==> src/rtl/callsign_hash_table_aging_assert.svh <==
// Assertion macros for the callsign hash table blocks.
// No dependencies; included by the controller and the datapath.
`ifndef CALLSIGN_HASH_TABLE_AGING_ASSERT_SVH
`define CALLSIGN_HASH_TABLE_AGING_ASSERT_SVH

// same-cycle implication
`define CHTA_ASSERT_IMP(label, clk, rst, ante, cons, msg) \
   label: assert property (@(posedge clk) disable iff (rst) (ante) |-> (cons)) \
      else $error(msg);

// next-cycle implication
`define CHTA_ASSERT_NXT(label, clk, rst, ante, cons, msg) \
   label: assert property (@(posedge clk) disable iff (rst) (ante) |=> (cons)) \
      else $error(msg);

`endif

==> src/rtl/chta_pkg.sv <==
// Shared types, constants and helper functions for the callsign hash table.
// No dependencies; used by the interfaces, controller, datapath and top level.
package chta_pkg;

   localparam int TABLE_ENTRIES_DEF = 256;
   localparam int HASH_W            = 22;
   localparam int HEAD_W            = 48;
   localparam int TAIL_W            = 40;
   localparam int NAME_W            = HEAD_W + TAIL_W;
   localparam int NAME_BYTES        = NAME_W / 8;
   localparam int AGE_W             = 8;
   localparam int STATUS_W          = 3;
   localparam int REQ_W             = 2;
   localparam int KIND_W            = 2;
   localparam int COUNT_W           = 9;
   localparam int LOOKUP12_W        = 12;
   localparam int LOOKUP10_W        = 10;
   localparam int SHIFT_12          = HASH_W - LOOKUP12_W;
   localparam int SHIFT_10          = HASH_W - LOOKUP10_W;

   localparam logic [AGE_W-1:0]  MAX_AGE_RESET = AGE_W'(10);
   localparam logic [KIND_W-1:0] KIND_22       = KIND_W'(0);
   localparam logic [KIND_W-1:0] KIND_12       = KIND_W'(1);

   typedef enum logic [REQ_W-1:0] {
      REQ_SAVE   = 2'd0,
      REQ_LOOKUP = 2'd1,
      REQ_SWEEP  = 2'd2,
      REQ_NONE   = 2'd3
   } req_code_type;

   typedef enum logic [STATUS_W-1:0] {
      STAT_REFRESHED = 3'd0,
      STAT_INSERTED  = 3'd1,
      STAT_DROPPED   = 3'd2,
      STAT_HIT       = 3'd3,
      STAT_MISS      = 3'd4,
      STAT_SWEPT     = 3'd5
   } status_type;

   typedef enum logic [2:0] {
      CS_CLEAR,
      CS_IDLE,
      CS_HASHMOD,
      CS_ISSUE,
      CS_PROBE,
      CS_DELIVER
   } ctrl_state_type;

   typedef struct packed {
      logic              valid;
      logic [HASH_W-1:0] hash;
      logic [AGE_W-1:0]  age;
      logic [HEAD_W-1:0] head;
      logic [TAIL_W-1:0] tail;
   } slot_type;

   typedef struct packed {
      logic load_req;
      logic finish_short;
      logic issue;
      logic step;
      logic clear_step;
      logic deliver;
   } dp_cmd_type;

   typedef struct packed {
      logic clear_done;
      logic mod_done;
      logic short_req;
      logic is_sweep;
      logic probe_done;
   } dp_stat_type;

   // zero every byte after the first zero byte
   function automatic logic [NAME_W-1:0] clean_name(input logic [HEAD_W-1:0] head,
                                                    input logic [TAIL_W-1:0] tail);
      logic [NAME_W-1:0] name;
      logic              ended;
      name  = {head, tail};
      ended = 1'b0;
      for (int i = 0; i < NAME_BYTES; i++) begin
         if (ended) begin
            name[NAME_W-1-8*i -: 8] = 8'h00;
         end else if (name[NAME_W-1-8*i -: 8] == 8'h00) begin
            ended = 1'b1;
         end
      end
      return name;
   endfunction

   function automatic logic hash_hit(input logic [HASH_W-1:0] stored,
                                     input logic [HASH_W-1:0] hash,
                                     input logic [KIND_W-1:0] kind);
      logic hit;
      case (kind)
         KIND_22: hit = (stored == hash);
         KIND_12: hit = (stored[HASH_W-1:SHIFT_12] == hash[LOOKUP12_W-1:0]);
         default: hit = (stored[HASH_W-1:SHIFT_10] == hash[LOOKUP10_W-1:0]);
      endcase
      return hit;
   endfunction

endpackage

==> src/rtl/chta_ctrl.sv <==
// Sequencing state machine for the hash table: clear, accept, probe, deliver.
// Depends on chta_pkg and callsign_hash_table_aging_assert.svh.
`include "callsign_hash_table_aging_assert.svh"

module chta_ctrl (
   input  logic                  clock,
   input  logic                  reset,
   input  logic                  req_valid,
   output logic                  req_ready,
   output logic                  rsp_valid,
   input  logic                  rsp_ready,
   input  chta_pkg::dp_stat_type stat,
   output chta_pkg::dp_cmd_type  cmd
);

   chta_pkg::ctrl_state_type state_ff, state_in;
   logic                     rsp_valid_ff, rsp_valid_in;

   always_ff @(posedge clock) begin
      if (reset) begin
         state_ff     <= chta_pkg::CS_CLEAR;
         rsp_valid_ff <= 1'b0;
      end else begin
         state_ff     <= state_in;
         rsp_valid_ff <= rsp_valid_in;
      end
   end

   always_comb begin
      cmd          = '0;
      req_ready    = 1'b0;
      state_in     = state_ff;
      rsp_valid_in = rsp_valid_ff && !rsp_ready;
      case (state_ff)
         chta_pkg::CS_CLEAR: begin
            cmd.clear_step = 1'b1;
            if (stat.clear_done) begin
               state_in = chta_pkg::CS_IDLE;
            end
         end
         chta_pkg::CS_IDLE: begin
            req_ready = 1'b1;
            if (req_valid) begin
               cmd.load_req = 1'b1;
               state_in     = chta_pkg::CS_HASHMOD;
            end
         end
         chta_pkg::CS_HASHMOD: begin
            if (stat.short_req) begin
               cmd.finish_short = 1'b1;
               state_in         = chta_pkg::CS_DELIVER;
            end else if (stat.is_sweep || stat.mod_done) begin
               state_in = chta_pkg::CS_ISSUE;
            end
         end
         chta_pkg::CS_ISSUE: begin
            cmd.issue = 1'b1;
            state_in  = chta_pkg::CS_PROBE;
         end
         chta_pkg::CS_PROBE: begin
            cmd.step = 1'b1;
            if (stat.probe_done) begin
               state_in = chta_pkg::CS_DELIVER;
            end
         end
         chta_pkg::CS_DELIVER: begin
            if (!rsp_valid_ff || rsp_ready) begin
               cmd.deliver  = 1'b1;
               rsp_valid_in = 1'b1;
               state_in     = chta_pkg::CS_IDLE;
            end
         end
         default: begin
            state_in = chta_pkg::CS_IDLE;
         end
      endcase
   end

   assign rsp_valid = rsp_valid_ff;

   `CHTA_ASSERT_IMP(a_deliver_free, clock, reset, cmd.deliver, !rsp_valid_ff || rsp_ready, "result overwritten before taken")
   `CHTA_ASSERT_NXT(a_deliver_valid, clock, reset, cmd.deliver, rsp_valid_ff, "delivered result not shown")
   `CHTA_ASSERT_NXT(a_accept_mod, clock, reset, req_valid && req_ready, state_ff == chta_pkg::CS_HASHMOD, "accepted item not started")

endmodule

==> config.mk <==
export PLATFORM = sky130hd
export DESIGN_NAME = chta_ctrl
export DESIGN_NICKNAME = d
export VERILOG_FILES = /design/src/rtl/chta_pkg.sv /design/src/rtl/chta_ctrl.sv
export VERILOG_INCLUDE_DIRS = /design/src /design/src/rtl
export SDC_FILE = /design/constraint.sdc
export NUM_CORES = 1
export LEC_CHECK = 0
export ABC_AREA = 1
export BUFFER_PORTS_ARGS = -buffer_cell sky130_fd_sc_hd__buf_4
export CAP_MARGIN = 40
export CORE_AREA = 2 2 39 41
export DETAILED_ROUTE_END_ITERATION = 12
export DIE_AREA = 0 0 41 43
export PLACE_DENSITY = 0.6
export SLEW_MARGIN = 10
export SYNTH_ARGS = -nofsm -noshare
export SYNTH_HDL_FRONTEND = slang
export SYNTH_SLANG_ARGS = --single-unit
==> constraint.sdc <==
create_clock -name clock -period 1.4 [get_ports clock]
set_input_delay 0.07 -clock clock [delete_from_list [all_inputs] [get_ports clock]]
set_output_delay 0.07 -clock clock [all_outputs]
set_load 0.03 [all_outputs]
Word-level counts from Yosys, hierarchy flattened
Index checks and enable logic that the tools add are counted.
W data, S select, Z words.
{"block": "word_totals", "reg_bits": 4, "input_bits": 9, "out_inout_bits": 8, "wordCells": 38}
{"block": "op_classes", "eq_ne": 10, "muxes": 19, "reduce_logical": 7}
{"cell": "$mux W3", "count": 6}
{"cell": "$pmux W3 S6", "count": 1}
{"cell": "$mux W1", "count": 12}
{"cell": "$ne A2 B2 Y1 const B", "count": 4}
{"cell": "$eq A3 B2 Y1 const B", "count": 2}
{"cell": "$eq A3 B3 Y1 const B", "count": 2}
{"cell": "$reduce_and A5 Y1", "count": 1}
{"cell": "$eq A3 B1 Y1 const B", "count": 1}
{"cell": "$logic_not A3 Y1", "count": 1}
{"cell": "$ne A3 B3 Y1 const B", "count": 1}
{"cell": "$logic_not A1 Y1", "count": 2}
{"cell": "$logic_or A1 B1 Y1", "count": 2}
{"cell": "$logic_and A1 B1 Y1", "count": 1}

Depth between registers and ports, before layout
{"block": "logic_depth", "word_depth": 4, "mapped_depth": 8, "ltp_nobuf": 8}

Worst setup path before layout
Ideal clock, no wire load.
{"block": "synth_path", "path_kind": "register to register", "start": "register state_ff[2]", "end": "register state_ff[2]", "setup_ns": 0.064, "arrival_ns": 1.282, "required_ns": 1.336, "path_slack_ns": 0.054, "path_stages_with_launch": 8, "path_buffers": 0, "period_less_slack_ns": 1.346, "cell_sequence": "dfxtp_1 inv_2 nand3_2 nor2_1 nor2_1 nand3_1 nand2_1 nor2_1"}
{"block": "synth_between", "elab_chain_len": 3, "word_cells_on_any_way": 13, "classes_between": "eq/ne: 10; mux: 1; reduce/logical: 2"}
{"item": "from (decl)", "line": "chta_ctrl.sv:16", "source": "chta_pkg::ctrl_state_type state_ff, state_in;"}
{"item": "from (signal assigned)", "line": "chta_ctrl.sv:21", "source": "state_ff <= chta_pkg::CS_CLEAR;"}
{"item": "from (signal assigned)", "line": "chta_ctrl.sv:24", "source": "state_ff <= state_in;"}
{"item": "$eq A3 B2 Y1, or another cell as far along", "line": "chta_ctrl.sv:34", "source": "case (state_ff)"}
{"item": "$ne A3 B3 Y1 (no line) / $ne A2 B2 Y1 (equally long branches)"}
{"item": "$reduce_and A5 Y1 (no line)"}
Several ways; a longest one is shown, not always the timed one.
A chain may end at the register's enable or synchronous reset.

==> flow_summary.json <==
{
  "drt_iter0_markers": 6,
  "cp_max_fo": 5,
  "cts_tree": "done",
  "h-tree-depth": 1,
  "skew_ns": 0.00639,
  "rsz0062_at_grt": "false",
  "drive_gt1_share_pct": 36.1,
  "hpwlAfterDp_um": 707,
  "grt_pass1_wl_um": 1370,
  "cts_sinks": 4,
  "setup_viol": 0,
  "drc": 0,
  "ant_nets": 0,
  "rows": 14,
  "synth_area_per_cell_um2": 5.53,
  "slowest_delay_ns": 0.42,
  "synth.most_common_cell": "inv_1",
  "synth_seq_cells": 4,
  "post_synth_most_frequent_cells": "inv_1, nor2_1, nand2_1",
  "clk-insertion-delay-late_ns": 0.23,
  "diodes": 0,
  "ys_warn_count": 0,
  "p_leak_nw": 0.343,
  "tightest_slew_ns": 0.247,
  "drtPass1Iterations": 4,
  "r2r_end": "state_ff[2]",
  "relSlewSlack_pct": 83.5,
  "hold_path_end": "rsp_valid",
  "cts_made_buffers": 3,
  "status": "finished, final reports clean",
  "initial_utilization_pct": 25.6,
  "hold_violations": 0,
  "die_w_um": 41,
  "cts_setup_buffers": 0,
  "io_buffers": 16,
  "critical_path_class": "reg2out",
  "fp.coreArea_um2": 1380,
  "ctsResizeCount": 0,
  "vdd_ir_drop_max_mv": 0.765,
  "hp-class": "in2reg",
  "die-area_um2": 1760,
  "maxCapViolations": 0,
  "vias_per_cell": 4.26,
  "cts.reportedPaths.clkPinSlew_ns": 0.04,
  "power.density_nw_per_um2": 1960,
  "netlist_area_um2": 354,
  "wl_per_cell_um": 8.90,
  "r2r-start": "state_ff[0]",
  "worst_setup_path_start_kind": "register",
  "synth-edff-count": 0,
  "hold_depth": 2,
  "clk_path_buf_depth": 2,
  "finalNetCount": 94,
  "synth_top_area_share_pct": 22.6,
  "gp_congestion": 0.832,
  "synth.yosys.seq_area_share_pct": 22.6,
  "area_growth_pct": 45.9,
  "critPathSlowestCell": "dfxtp_1",
  "antenna_found_initial": 0,
  "grt_max_degree": 8,
  "synth-main-ff-cell": "dfxtp_1",
  "worstPathRequired_ns": 1.33,
  "syn_inst": 64,
  "fin_crit_ns": 1.25,
  "synth_top_area_cell": "dfxtp_1",
  "r2r_cells": 8,
  "postCtsHoldBufs": 0,
  "vias": 422,
  "fmax_mhz": 803,
  "slew_viol_final": 0,
  "worstSetupEndpointType": "output pin",
  "path_cells": "inv_2 > nor2_2 > nand2_1 > inv_1 > buf_4",
  "timing.hold.ws_ns": 0.0110,
  "overflow": 0,
  "ios": 17,
  "r2r_slack_ns": 0.22,
  "synth.distinct_cells": 14,
  "die_h_um": 43,
  "grt_pass1_vias": 369,
  "grtUsageTotal_pct": 11.4,
  "finalCritPeriodShare_pct": 88.9,
  "synthArstFlopShare_pct": 0,
  "cts-root-buf": "clkbuf_4",
  "syn_nets": 73,
  "critPathArrivalTime_ns": 1.18,
  "synth.area.top_cells": "dfxtp_1, inv_1, nor2_1, nand2_1, nand3_1",
  "wirelength_um": 881,
  "finalSetupTns_ns": 0,
  "hp-start": "reset"
}
[layer usage]
| metal | GRT usage [%] | share of wire [%] | vias up |
|---|---|---|---|
| met1 | 12.8 | 44 | 187 |
| met5 | 0 | 0 | - |
| met3 | 4.71 | 2.8 | 0 |
| met4 | 2.00 | 0 | 0 |
| li1 | - | - | 228 |
| met2 | 19.4 | 53 | 7 |
[registers in the layout, indices dropped and copies added (netlist names)]
| name | count |
|---|---|
| state_ff | 3 |
| rsp_valid | 1 |
[where the power goes]
group | switching [mW] | internal, mW
logic | 0.422 | 0.233
clock network | 0.0461 | 0.0958
registers | 0.0639 | 0.153
[stage by stage]
stage	total power [mW]	instance area, µm²	instances	setup slack (ns)	util, %
2_1_floorplan	0.667	354	64	0.0540	-
3_3_place_gp	0.860	494	96	0.254	35.7
3_5_place_dp	0.868	494	96	0.242	35.7
4_1_cts	1.02	517	99	0.158	37.3
5_1_grt	1.10	517	99	0.0907	37.3
6_report	1.01	517	99	0.155	37.3
[logic make-up (layout without fill, tap and decap cells)]
| group | count (synthesis) | in the layout | share of synthesized area [%] |
|---|---|---|---|
| AO/OA/AOI/OAI | 4 | 4 | 6.71 |
| buffers and inverters | 21 | 40 | 22.3 |
| flip-flops | 4 | 4 | 22.6 |
| AND/OR/NAND/NOR | 35 | 35 | 48.4 |
[layout make-up]
cell class / instances / area (µm²)
clock buffer: 3 / 22.5
inverter: 21 / 78.8
tap: 16 / 20.0
timing repair buffer: 16 / 120
sequential: 4 / 80.1
fill: 169 / 867
multi-input combinational: 39 / 195
[worst max-delay path, delay by kind of cell (launching register included)]
family,cells,cell delay [ns]
flip-flops,1,0.42
buffers and inverters,3,0.29
AND/OR/NAND/NOR,2,0.24
[worst max path at each step]
| stage | start | end | slack (ns) | cells past startpoint |
|---|---|---|---|---|
| floorplan | state_ff[2] | state_ff[2] | 0.05 | 7 |
| global placement | state_ff[1] | state_ff[2] | 0.25 | 7 |
| detailed placement | state_ff[1] | state_ff[2] | 0.24 | 8 |
| CTS | state_ff[0] | cmd[3] | 0.16 | 5 |
| global route | state_ff[0] | cmd[3] | 0.09 | 5 |
| finish | state_ff[0] | cmd[3] | 0.15 | 5 |
[layout by cell type (no fill, tap or decap)]
cell,n
a31oi_1,1
nor2_1,13
o21ai_0,1
a21oi_1,1
dfxtp_1,4
nor2_2,2
inv_2,5
nand3_1,6
buf_4,16
clkbuf_4,3
nand3_2,3
nor3_1,1
nand2_1,9
inv_1,16
nand2_4,1
o211ai_1,1
No activity file was read; power rests on OpenSTA's default activity.
